[src/design/rfe_pkg.sv]
// ----------------------------------------------------------------------------
// rfe_pkg
// Shared constants, types and helper functions for the RTC field to epoch
// seconds converter.
// ----------------------------------------------------------------------------
package rfe_pkg;

   localparam int NumStages = 6;

   localparam logic [7:0] FLAG_BINARY = 8'h04;
   localparam logic [7:0] FLAG_24HOUR = 8'h02;
   localparam logic [7:0] PM_BIT      = 8'h80;
   localparam logic [7:0] HOUR_MASK   = 8'h7F;

   localparam logic [11:0] BASE_YEAR_RESET = 12'd2000;

   localparam logic signed [21:0] DAYS_PER_ERA = 22'sd146097;
   localparam logic [31:0] EPOCH_DAY_OFFSET    = 32'd719468;
   localparam logic [31:0] SECS_PER_DAY        = 32'd86400;

   typedef struct packed {
      logic [NumStages-1:0] load;
   } pipe_ctl_type;

   // Decoded clock fields after the first stage.
   typedef struct packed {
      logic [7:0]         sec;
      logic [7:0]         min;
      logic [7:0]         hour;
      logic [7:0]         dom;
      logic [7:0]         mp;
      logic signed [13:0] year;
   } dec_type;

   // Day count and time of day ahead of the final scaling.
   typedef struct packed {
      logic [31:0] days;
      logic [19:0] hms;
   } cal_type;

   function automatic logic [7:0] bcd_decode(input logic [7:0] v);
      return {4'b0, v[3:0]} + {1'b0, v[7:4], 3'b0} + {3'b0, v[7:4], 1'b0};
   endfunction

   // Remainder by 24 for values below 192, by a reciprocal multiply.
   function automatic logic [7:0] mod24(input logic [7:0] x);
      logic [15:0] p;
      logic [2:0]  q;
      p = 16'(x) * 16'd171;
      q = p[14:12];
      return x - (8'({1'b0, q, 4'b0}) + 8'({2'b0, q, 3'b0}));
   endfunction

endpackage

[src/design/rfe_pipe_ctrl.sv]
// ----------------------------------------------------------------------------
// rfe_pipe_ctrl
// Valid bits and per-stage load enables; empty stages fill even while the
// output is stalled.
// ----------------------------------------------------------------------------
module rfe_pipe_ctrl (
   input  logic                 clock,
   input  logic                 reset,
   input  logic                 req_valid,
   output logic                 req_stall,
   output logic                 rsp_valid,
   input  logic                 rsp_stall,
   output rfe_pkg::pipe_ctl_type ctl
);
   import rfe_pkg::*;

   logic [NumStages-1:0] valid_ff;
   logic [NumStages-1:0] valid_in;
   logic [NumStages-1:0] ready;

   always_comb begin
      ready[NumStages-1] = !valid_ff[NumStages-1] || !rsp_stall;
      for (int k = NumStages - 2; k >= 0; k--) begin
         ready[k] = !valid_ff[k] || ready[k+1];
      end
      valid_in[0] = ready[0] ? req_valid : valid_ff[0];
      for (int k = 1; k < NumStages; k++) begin
         valid_in[k] = ready[k] ? valid_ff[k-1] : valid_ff[k];
      end
   end

   always_ff @(posedge clock) begin
      if (reset) begin
         valid_ff <= '0;
      end else begin
         valid_ff <= valid_in;
      end
   end

   assign ctl.load  = ready;
   assign req_stall = !ready[0];
   assign rsp_valid = valid_ff[NumStages-1];

   a_reset_clears: assert property (@(posedge clock) reset |=> valid_ff == '0)
      else $error("pipeline valid bits not cleared by reset");

   a_accept_enters: assert property (@(posedge clock) disable iff (reset)
      (req_valid && !req_stall) |=> valid_ff[0])
      else $error("accepted item did not enter the first stage");

   a_free_output: assert property (@(posedge clock) disable iff (reset)
      !rsp_stall |-> !req_stall)
      else $error("input stalled although the output drains");

   a_item_count: assert property (@(posedge clock) disable iff (reset)
      !$past(reset) |-> $countones(valid_ff) == $countones($past(valid_ff))
         + int'($past(req_valid && !req_stall)) - int'($past(rsp_valid && !rsp_stall)))
      else $error("item lost or duplicated in the pipeline");

endmodule

[src/design/rfe_decode.sv]
// ----------------------------------------------------------------------------
// rfe_decode
// First stage: BCD decode, 12 to 24 hour conversion, full year and the
// March-based month index.
// ----------------------------------------------------------------------------
module rfe_decode (
   input  logic                  clock,
   input  rfe_pkg::pipe_ctl_type ctl,
   input  logic [11:0]           base_year,
   input  logic [7:0]            raw_seconds,
   input  logic [7:0]            raw_minutes,
   input  logic [7:0]            raw_hour,
   input  logic [7:0]            raw_day,
   input  logic [7:0]            raw_month,
   input  logic [7:0]            raw_year,
   input  logic [7:0]            rtc_status,
   output rfe_pkg::dec_type      dec
);
   import rfe_pkg::*;

   dec_type     dec_ff;
   dec_type     dec_in;
   logic [7:0]  sec, min, hr, dom, mon, yr, hr24;
   logic [6:0]  h7;
   logic        pm;
   logic        early;
   logic [12:0] year_sum;

   always_comb begin
      if ((rtc_status & FLAG_BINARY) != 8'h00) begin
         sec = raw_seconds;
         min = raw_minutes;
         hr  = raw_hour;
         dom = raw_day;
         mon = raw_month;
         yr  = raw_year;
      end else begin
         sec = bcd_decode(raw_seconds);
         min = bcd_decode(raw_minutes);
         hr  = bcd_decode(raw_hour & HOUR_MASK) | (raw_hour & PM_BIT);
         dom = bcd_decode(raw_day);
         mon = bcd_decode(raw_month);
         yr  = bcd_decode(raw_year);
      end

      h7 = hr[6:0];
      pm = hr[7];
      if ((rtc_status & FLAG_24HOUR) != 8'h00) begin
         hr24 = hr;
      end else if (h7 == 7'd12) begin
         hr24 = pm ? 8'd12 : 8'd0;
      end else if (pm) begin
         hr24 = mod24({1'b0, h7} + 8'd12);
      end else begin
         hr24 = {1'b0, h7};
      end

      // January and February count as the last months of the previous year.
      early    = mon <= 8'd2;
      year_sum = {1'b0, base_year} + {5'b0, yr};

      dec_in.sec  = sec;
      dec_in.min  = min;
      dec_in.hour = hr24;
      dec_in.dom  = dom;
      dec_in.mp   = early ? mon + 8'd9 : mon - 8'd3;
      dec_in.year = $signed({1'b0, year_sum}) - (early ? 14'sd1 : 14'sd0);
   end

   always_ff @(posedge clock) begin
      if (ctl.load[0]) begin
         dec_ff <= dec_in;
      end
   end

   assign dec = dec_ff;

endmodule

[src/design/rfe_calendar.sv]
// ----------------------------------------------------------------------------
// rfe_calendar
// Stages two to five: era split, day of year, day of era and the day count
// relative to 1970-01-01, with the time of day carried alongside.
// ----------------------------------------------------------------------------
module rfe_calendar (
   input  logic                  clock,
   input  rfe_pkg::pipe_ctl_type ctl,
   input  rfe_pkg::dec_type      dec,
   output rfe_pkg::cal_type      cal
);
   import rfe_pkg::*;

   // Stage 2
   logic signed [13:0] s2_year_ff;
   logic signed [4:0]  s2_era_ff, s2_era_in;
   logic [15:0]        s2_doy_num_ff, s2_doy_num_in;
   logic [7:0]         s2_dom_ff, s2_hr_ff, s2_min_ff, s2_sec_ff;
   logic [24:0]        era_prod;

   // Stage 3
   logic [8:0]         s3_yoe_ff, s3_yoe_in;
   logic signed [13:0] s3_doy_ff, s3_doy_in;
   logic signed [4:0]  s3_era_ff;
   logic [19:0]        s3_hms_ff, s3_hms_in;
   logic signed [13:0] era_x400, yoe_full;
   logic [31:0]        doy_prod;
   logic [12:0]        doy_q;

   // Stage 4
   logic signed [18:0] s4_doe_ff, s4_doe_in;
   logic signed [21:0] s4_era_days_ff, s4_era_days_in;
   logic [19:0]        s4_hms_ff;
   logic [17:0]        yoe_days;
   logic [1:0]         cent;

   // Stage 5
   logic [31:0]        s5_days_ff, s5_days_in;
   logic [19:0]        s5_hms_ff;

   // Year divided by 400 via reciprocal; only year -1 is negative.
   always_comb begin
      era_prod = 25'(dec.year[12:0]) * 25'd5243;
      if (dec.year < 0) begin
         s2_era_in = -5'sd1;
      end else begin
         s2_era_in = $signed({1'b0, era_prod[24:21]});
      end
      s2_doy_num_in = 16'(dec.mp) * 16'd153 + 16'd2;
   end

   always_ff @(posedge clock) begin
      if (ctl.load[1]) begin
         s2_year_ff    <= dec.year;
         s2_era_ff     <= s2_era_in;
         s2_doy_num_ff <= s2_doy_num_in;
         s2_dom_ff     <= dec.dom;
         s2_hr_ff      <= dec.hour;
         s2_min_ff     <= dec.min;
         s2_sec_ff     <= dec.sec;
      end
   end

   always_comb begin
      era_x400  = 14'(s2_era_ff) * 14'sd400;
      yoe_full  = s2_year_ff - era_x400;
      s3_yoe_in = yoe_full[8:0];
      // Division by 5 via reciprocal.
      doy_prod  = 32'(s2_doy_num_ff) * 32'd52429;
      doy_q     = doy_prod[30:18];
      s3_doy_in = $signed({1'b0, doy_q}) + $signed({6'b0, s2_dom_ff}) - 14'sd1;
      s3_hms_in = 20'(s2_hr_ff) * 20'd3600 + 20'(s2_min_ff) * 20'd60 + 20'(s2_sec_ff);
   end

   always_ff @(posedge clock) begin
      if (ctl.load[2]) begin
         s3_yoe_ff <= s3_yoe_in;
         s3_doy_ff <= s3_doy_in;
         s3_era_ff <= s2_era_ff;
         s3_hms_ff <= s3_hms_in;
      end
   end

   always_comb begin
      yoe_days = 18'(s3_yoe_ff) * 18'd365;
      cent     = 2'(int'(s3_yoe_ff >= 9'd100) + int'(s3_yoe_ff >= 9'd200)
                    + int'(s3_yoe_ff >= 9'd300));
      s4_doe_in = $signed({1'b0, yoe_days}) + $signed(19'(s3_yoe_ff[8:2]))
                  - $signed(19'(cent)) + 19'(s3_doy_ff);
      s4_era_days_in = 22'(s3_era_ff) * DAYS_PER_ERA;
   end

   always_ff @(posedge clock) begin
      if (ctl.load[3]) begin
         s4_doe_ff      <= s4_doe_in;
         s4_era_days_ff <= s4_era_days_in;
         s4_hms_ff      <= s3_hms_ff;
      end
   end

   assign s5_days_in = 32'(s4_era_days_ff) + 32'(s4_doe_ff) - EPOCH_DAY_OFFSET;

   always_ff @(posedge clock) begin
      if (ctl.load[4]) begin
         s5_days_ff <= s5_days_in;
         s5_hms_ff  <= s4_hms_ff;
      end
   end

   assign cal.days = s5_days_ff;
   assign cal.hms  = s5_hms_ff;

endmodule

[src/design/rfe_scale.sv]
// ----------------------------------------------------------------------------
// rfe_scale
// Last stage: days times 86400 plus the time of day, kept to 32 bits.
// ----------------------------------------------------------------------------
module rfe_scale (
   input  logic                  clock,
   input  rfe_pkg::pipe_ctl_type ctl,
   input  rfe_pkg::cal_type      cal,
   output logic [31:0]           epoch_seconds
);
   import rfe_pkg::*;

   logic [31:0] epoch_ff;
   logic [31:0] epoch_in;
   logic [31:0] day_secs;

   always_comb begin
      day_secs = cal.days * SECS_PER_DAY;
      epoch_in = day_secs + 32'(cal.hms);
   end

   always_ff @(posedge clock) begin
      if (ctl.load[NumStages-1]) begin
         epoch_ff <= epoch_in;
      end
   end

   assign epoch_seconds = epoch_ff;

endmodule

[src/design/rtc_fields_to_epoch_seconds.sv]
// Each item is registered through the decode, calendar and scale stages.
// Throughput: one item per cycle; the six-stage pipeline fills bubbles even
// while the output is stalled, so input stalls only when every stage is full.
// Reset clears all stage valid bits and sets the base year to 2000; the
// data registers are not reset.
// ----------------------------------------------------------------------------
// rtc_fields_to_epoch_seconds
// Converts raw RTC bytes (BCD or binary, 12 or 24 hour) into seconds since
// 1970-01-01, low 32 bits.
// ----------------------------------------------------------------------------
module rtc_fields_to_epoch_seconds (
   input  logic        clock,
   input  logic        reset,
   input  logic        req_valid,
   output logic        req_stall,
   input  logic [7:0]  req_raw_seconds,
   input  logic [7:0]  req_raw_minutes,
   input  logic [7:0]  req_raw_hour,
   input  logic [7:0]  req_raw_day,
   input  logic [7:0]  req_raw_month,
   input  logic [7:0]  req_raw_year,
   input  logic [7:0]  req_rtc_status,
   output logic        rsp_valid,
   input  logic        rsp_stall,
   output logic [31:0] rsp_epoch_seconds,
   input  logic        csr_wr_en,
   input  logic [11:0] csr_wr_data
);
   import rfe_pkg::*;

   logic [11:0]  base_year_ff;
   pipe_ctl_type ctl;
   dec_type      dec;
   cal_type      cal;

   always_ff @(posedge clock) begin
      if (reset) begin
         base_year_ff <= BASE_YEAR_RESET;
      end else if (csr_wr_en) begin
         base_year_ff <= csr_wr_data;
      end
   end

   rfe_pipe_ctrl u_ctrl (
      .clock     (clock),
      .reset     (reset),
      .req_valid (req_valid),
      .req_stall (req_stall),
      .rsp_valid (rsp_valid),
      .rsp_stall (rsp_stall),
      .ctl       (ctl)
   );

   rfe_decode u_decode (
      .clock       (clock),
      .ctl         (ctl),
      .base_year   (base_year_ff),
      .raw_seconds (req_raw_seconds),
      .raw_minutes (req_raw_minutes),
      .raw_hour    (req_raw_hour),
      .raw_day     (req_raw_day),
      .raw_month   (req_raw_month),
      .raw_year    (req_raw_year),
      .rtc_status  (req_rtc_status),
      .dec         (dec)
   );

   rfe_calendar u_calendar (
      .clock (clock),
      .ctl   (ctl),
      .dec   (dec),
      .cal   (cal)
   );

   rfe_scale u_scale (
      .clock         (clock),
      .ctl           (ctl),
      .cal           (cal),
      .epoch_seconds (rsp_epoch_seconds)
   );

endmodule

[config.mk]
export PLATFORM = sky130hd
export DESIGN_NAME = rtc_fields_to_epoch_seconds
export DESIGN_NICKNAME = d
export VERILOG_FILES = /design/src/design/rfe_pkg.sv /design/src/design/rfe_pipe_ctrl.sv /design/src/design/rfe_decode.sv /design/src/design/rfe_calendar.sv /design/src/design/rfe_scale.sv /design/src/design/rtc_fields_to_epoch_seconds.sv
export SDC_FILE = /design/constraint.sdc
export NUM_CORES = 2
export LEC_CHECK = 0
export BUFFER_PORTS_ARGS = -buffer_cell sky130_fd_sc_hd__buf_4
export CORE_ASPECT_RATIO = 0.9
export CORE_MARGIN = 1.5
export CORE_UTILIZATION = 56
export CTS_CLUSTER_DIAMETER = 150
export CTS_CLUSTER_SIZE = 25
export DETAILED_ROUTE_END_ITERATION = 6
export GPL_ROUTABILITY_DRIVEN = 0
export MAX_ROUTING_LAYER = met4
export PLACE_DENSITY_LB_ADDON = 0.15
export RECOVER_POWER = 25
export SETUP_SLACK_MARGIN = 0.15
export SYNTH_ARGS = -nofsm -noshare
export SYNTH_HDL_FRONTEND = slang
export SYNTH_SLANG_ARGS = --single-unit
[constraint.sdc]
create_clock -name clock -period 13.6 [get_ports clock]
set_clock_uncertainty 0.05 [all_clocks]
set_input_delay 2.72 -clock clock [delete_from_list [all_inputs] [get_ports clock]]
set_output_delay 2.72 -clock clock [all_outputs]
set_load 0.005 [all_outputs]
-- Yosys cells after proc, flatten, opt, wreduce, memory -nomap -nowiden
Index checks and enable logic that the tools add are counted.
- bits in registers: 327
- latch bits: 0
- RAM bits: 0
- ROM bits: 0
- input port bits: 73
- output and inout bits: 34
- logic and storage cells: 108
- memories kept: 0
- add/subtract/negate cells: 33
- multiply operators: 10
- divide/modulo/power cells: 0
- order comparisons: 5
- equal/unequal tests: 1
- shifts and indexed selects: 0
- multiplexer cells: 13
- bitwise operators: 1
- reductions and logical operators: 14
- operators with widths (cell ; count):
    $mux W8 ; 10
    $add A4 B7 Y8 ; 5
    $add A8 B5 Y8 ; 5
    $add A32 B20 Y32 ; 1
    $mul A32 B10 Y25 const B ; 1
    $mul A8 B8 Y16 const B ; 2
    $sub A32 B20 Y32 const B ; 1
    $mul A16 B16 Y31 const B ; 1
    $mul A13 B13 Y25 const B ; 1
    $add A22 B19 Y23 ; 1
    $mul A5 B19 Y22 const B ; 1
    $add A20 B14 Y20 ; 1
    $add A20 B8 Y20 ; 1
    $add A18 B7 Y19 ; 1
    $add A19 B14 Y19 ; 1
    $sub A19 B3 Y19 ; 1
    $mul A9 B9 Y18 const B ; 1
    $add A16 B2 Y16 const B ; 1
    $mul A8 B8 Y15 const B ; 1
    $add A13 B8 Y14 ; 1
    $lt A14 B1 Y1 const B ; 1
    $sub A14 B14 Y14 ; 1
    $sub A14 B2 Y14 const B ; 1
    $add A12 B8 Y13 ; 1
    other kinds (23) ; 35

-- Depth between registers and ports, before layout
- depth after elaboration: 11
- depth in mapped cells: 35
- depth with buffers taken out: 35

-- Cells and area by module
Synthesis repeated with hierarchy kept, for this count alone.
- cells, all modules: 3165
- area, all modules: 34595.7 um^2
- modules (own cells, without submodules) (module ; times used ; cells each ; area an instance (um^2) ; seq. area each (um^2)):
    rfe_calendar ; 1 ; 2054 ; 23336.1 ; 6456.2
    rfe_decode ; 1 ; 540 ; 5675.4 ; 1621.6
    rfe_scale ; 1 ; 505 ; 4897.2 ; 960.9
    rtc_fields_to_epoch_seconds ; 1 ; 39 ; 444.2 ; 240.2
    rfe_pipe_ctrl ; 1 ; 27 ; 242.7 ; 120.1

-- Worst setup path before layout
No wires, ideal clock.
- path type: input to register
- start: input port req_raw_hour[3]
- end: register u_decode.dec_ff, in the netlist u_decode.dec[37] (data pin)
- library setup time: 0.258 ns
- arrival time: 8.974 ns
- data required time: 13.292 ns
- slack: 4.318 ns
- stages on the path: 32
- buffers on the path: 0
- cell sequence: ha_1 ha_1 nor2b_1 o21ai_0 xnor2_1 nor2_1 a21oi_1 nor3_1 xor2_1 ha_1 fa_1 inv_1 fa_1 inv_1 ha_1 a21o_1 a21o_1 a21oi_1 o21ai_0 a21oi_1 xnor2_1 inv_1 fa_1 inv_1 ha_1 o21ai_0 nand2b_1 a21oi_1 xnor2_1 xnor2_1 a21oi_1 nor2_1
- RTL lines (what ; RTL line ; source):
    start, declared ; rtc_fields_to_epoch_seconds.sv:18 ; input logic [7:0] req_raw_hour,
    end signal, assigned ; rfe_decode.sv:72 ; dec_ff <= dec_in;
    end, declared ; rfe_decode.sv:21 ; dec_type dec_ff;

==> flow_metrics.env <==
export IMPL_clock_tree_root_cell="clkbuf_16"
export IMPL_die_w_um=263.4
export IMPL_relSlewSlack=0.3125
export IMPL_avgViaCountPerCell=5.292
export IMPL_ant_nets=0
export IMPL_yosysSeqAreaShare=0.2758
export IMPL_rsz0062_at_grt="no"
export IMPL_firstDrtPassIters=5
export IMPL_worstPathArrival_ps=10050
export IMPL_clock_sinks=320
export IMPL_core_sq_mm=0.06009
export IMPL_maxCapViolations=0
export IMPL_rows=85
export IMPL_port_buffer_count=100
export IMPL_worst_path_max_fanout=6
export IMPL_postCtsHoldBufs=0
export IMPL_io_pins=107
export IMPL_fp_dieH_um=237.4
export IMPL_insertion_delay_ps=530
export IMPL_fin_setup_tns_ps=0
export IMPL_cts_inserted_buffers=16
export IMPL_fin_crit_sh=0.7231
export IMPL_grt_max_degree=63
export IMPL_areaGrowthSynthToFinish_pct=6.325
export IMPL_htreeDepth=1
export IMPL_fmax_mhz=101.7
export IMPL_layout_common_cells="724 x inv_1, 662 x ha_1, 318 x fa_1"
export IMPL_final_hold_viol_count=0
export IMPL_routed_wl_um=63030
export IMPL_cts_tree="built"
export IMPL_slew_violations=0
export IMPL_synth_top_area_frac=0.2653
export IMPL_globalRoute_totalOverflow=0
export IMPL_synth_seq_cells=320
export IMPL_grt_first_pass_wirelength_um=107200
export IMPL_dp_hpwl_um=53730
export IMPL_start_util=0.5689
export IMPL_path_clk_slew_ps=110
export IMPL_setup_viol=0
export IMPL_status="complete, no violations"
export IMPL_timing_final_ws_setup_ps=3766
export IMPL_num_vias=21453
export IMPL_syn_inst=3155
export IMPL_avgSynthCellArea_sq_um=10.83
export IMPL_met2WireLength_um=30520
export IMPL_cts_setup_buffers=0
export IMPL_yosysUniqueCellTypes=74
export IMPL_worst_setup_path_start_kind="input port"
export IMPL_dp_slack_ps=3252
export IMPL_top_layer="met4"
export IMPL_synth_edf_count=302
export IMPL_period_needed_ps=9834
export IMPL_grt_pass1_vias=22749
export IMPL_cts_max_path_buffers=3
export IMPL_drt_iter0_markers=855
export IMPL_fillers=4858
export IMPL_wl_per_cell_um=15.55
export IMPL_critical_path_slowest_cell="xor2_1"
export IMPL_crit_required_ps=13820
export IMPL_ys_warnings_count=0
export IMPL_synthArstFlopShare=0
export IMPL_slowest_delay_ps=570
export IMPL_fin_nets=4313
export IMPL_wl_met1_um=28760
export IMPL_syn_area_sq_mm=0.03418
export IMPL_hp_class="reg -> reg"
export IMPL_syn_num_nets=4208
export IMPL_synthFlopType="edfxtp_1"
export IMPL_crit_type="in -> reg"
export IMPL_synth_area_leaders="edfxtp_1 27%, ha_1 24%, fa_1 19%, inv_1 8.0%, xnor2_1 4.3%"
export IMPL_antenna_found_initial=1
export IMPL_grt_use_total=0.2138
export IMPL_r2r_slack_ps=5310
export IMPL_final_common_cell="inv_1"
export IMPL_worst_slew_pin_slew_ps=1031
export IMPL_post_cts_resized=0
export IMPL_dieArea_sq_mm=0.06254
export IMPL_post_route_drc_count=0
export IMPL_synth_top_area_cell="edfxtp_1"
export IMPL_dr_wl_met3_um=2301
export IMPL_end_kind="register"
export IMPL_drive_gt1_frac=0.05199
==> synthesized netlist by cell type, types with 10 or more instances <==
library cell    n
inv_1         726
ha_1          662
fa_1          318
edfxtp_1      302
xnor2_1       169
a21oi_1       132
nor2_1        120
nand2_1        92
o21ai_0        86
xor2_1         74
a21o_1         58
nor2b_1        34
nor3_1         32
nand3_1        25
o21bai_1       23
o21a_1         22
nand2b_1       20
dfxtp_1        18
mux2_2         18
clkbuf_1       14
a211oi_1       13
and3_1         12
mux2i_1        12
a211o_1        11
a21boi_0       10
or3_1          10
==> cell type report <==
cell class / instances / area, sq um / share of cell area
Multi-Input combinational cell: 2093 / 21980 / 0.6048
Sequential cell: 320 / 9429 / 0.2594
Inverter: 726 / 2725 / 0.07498
Tap cell: 783 / 979.7 / 0.02695
Timing Repair Buffer: 103 / 758.2 / 0.02086
Clock buffer: 27 / 462.9 / 0.01274
Clock inverter: 1 / 6.256 / 0.0001721
Antenna cell: 1 / 2.502 / 0.00006885
==> worst paths after layout <==
| check | from | end | cells after the start |
|---|---|---|---|
| worst max-delay path | req_raw_hour[3] | u_decode.dec[37] | 33 |
| worst max register to register | u_calendar.s2_doy_num_ff[3] | u_calendar.s3_doy_ff[12] | 28 |
| worst min-delay path | u_calendar.s4_hms_ff[1] | u_calendar.s5_hms_ff[1] | 0 |
| worst min register to register | u_calendar.s4_hms_ff[1] | u_calendar.s5_hms_ff[1] | 0 |
==> sequential cells by signal (all words and copies together) (netlist names) <==
name,count
base_year_ff,12
u_calendar.s2_dom_ff,8
u_calendar.s2_doy_num_ff,16
u_calendar.s2_era_ff,5
u_calendar.s2_hr_ff,8
u_calendar.s2_min_ff,8
u_calendar.s2_sec_ff,8
u_calendar.s2_year_ff,9
u_calendar.s3_doy_ff,14
u_calendar.s3_era_ff,5
u_calendar.s3_hms_ff,20
u_calendar.s3_yoe_ff,9
u_calendar.s4_doe_ff,19
u_calendar.s4_era_days_ff,22
u_calendar.s4_hms_ff,20
u_calendar.s5_days_ff,25
u_calendar.s5_hms_ff,20
u_ctrl.valid_ff,6
u_decode.dec,54
u_scale.epoch_seconds,32
==> metrics by stage <==
step / area (sq um) / instances / hold WS (ps) / utilization
6_report: 36350 / 4054 / 349.4 / 0.6049
5_1_grt: 36350 / 4054 / 371.2 / 0.6049
3_3_place_gp: 35890 / 4025 / 351.1 / 0.5973
3_5_place_dp: 35890 / 4025 / 354.5 / 0.5973
4_1_cts: 36360 / 4053 / 352.2 / 0.6051
2_1_floorplan: 34180 / 3155 / 350.3 / -
==> routing by layer <==
metal	vias to the layer above	GRT usage
met3	83	0.02372
met2	275	0.3680
met1	10377	0.2730
met4	0	0.04677
met5	-	-
li1	10718	-
==> cell families (layout without fill, tap and decap cells) <==
group,count (synthesis),count (layout),synth area share
mux,30,30,0.009443
xor+xnor,244,244,0.06274
other cells,0,1,0
simple gates,387,387,0.05439
fa+ha+maj,980,980,0.4285
compound gates,452,452,0.08759
buf+inv,742,857,0.08148
flops,320,320,0.2758
==> worst max-delay path: cells and delay by family <==
kind / cells / cell delay [ps]
simple gates: 5 / 500
fa+ha+maj: 8 / 3090
compound gates: 10 / 2200
buf+inv: 5 / 360
xor+xnor: 5 / 1170
Power is not shown: default switching activity piles up to over one toggle a cycle in this logic, so the estimate is an artifact.
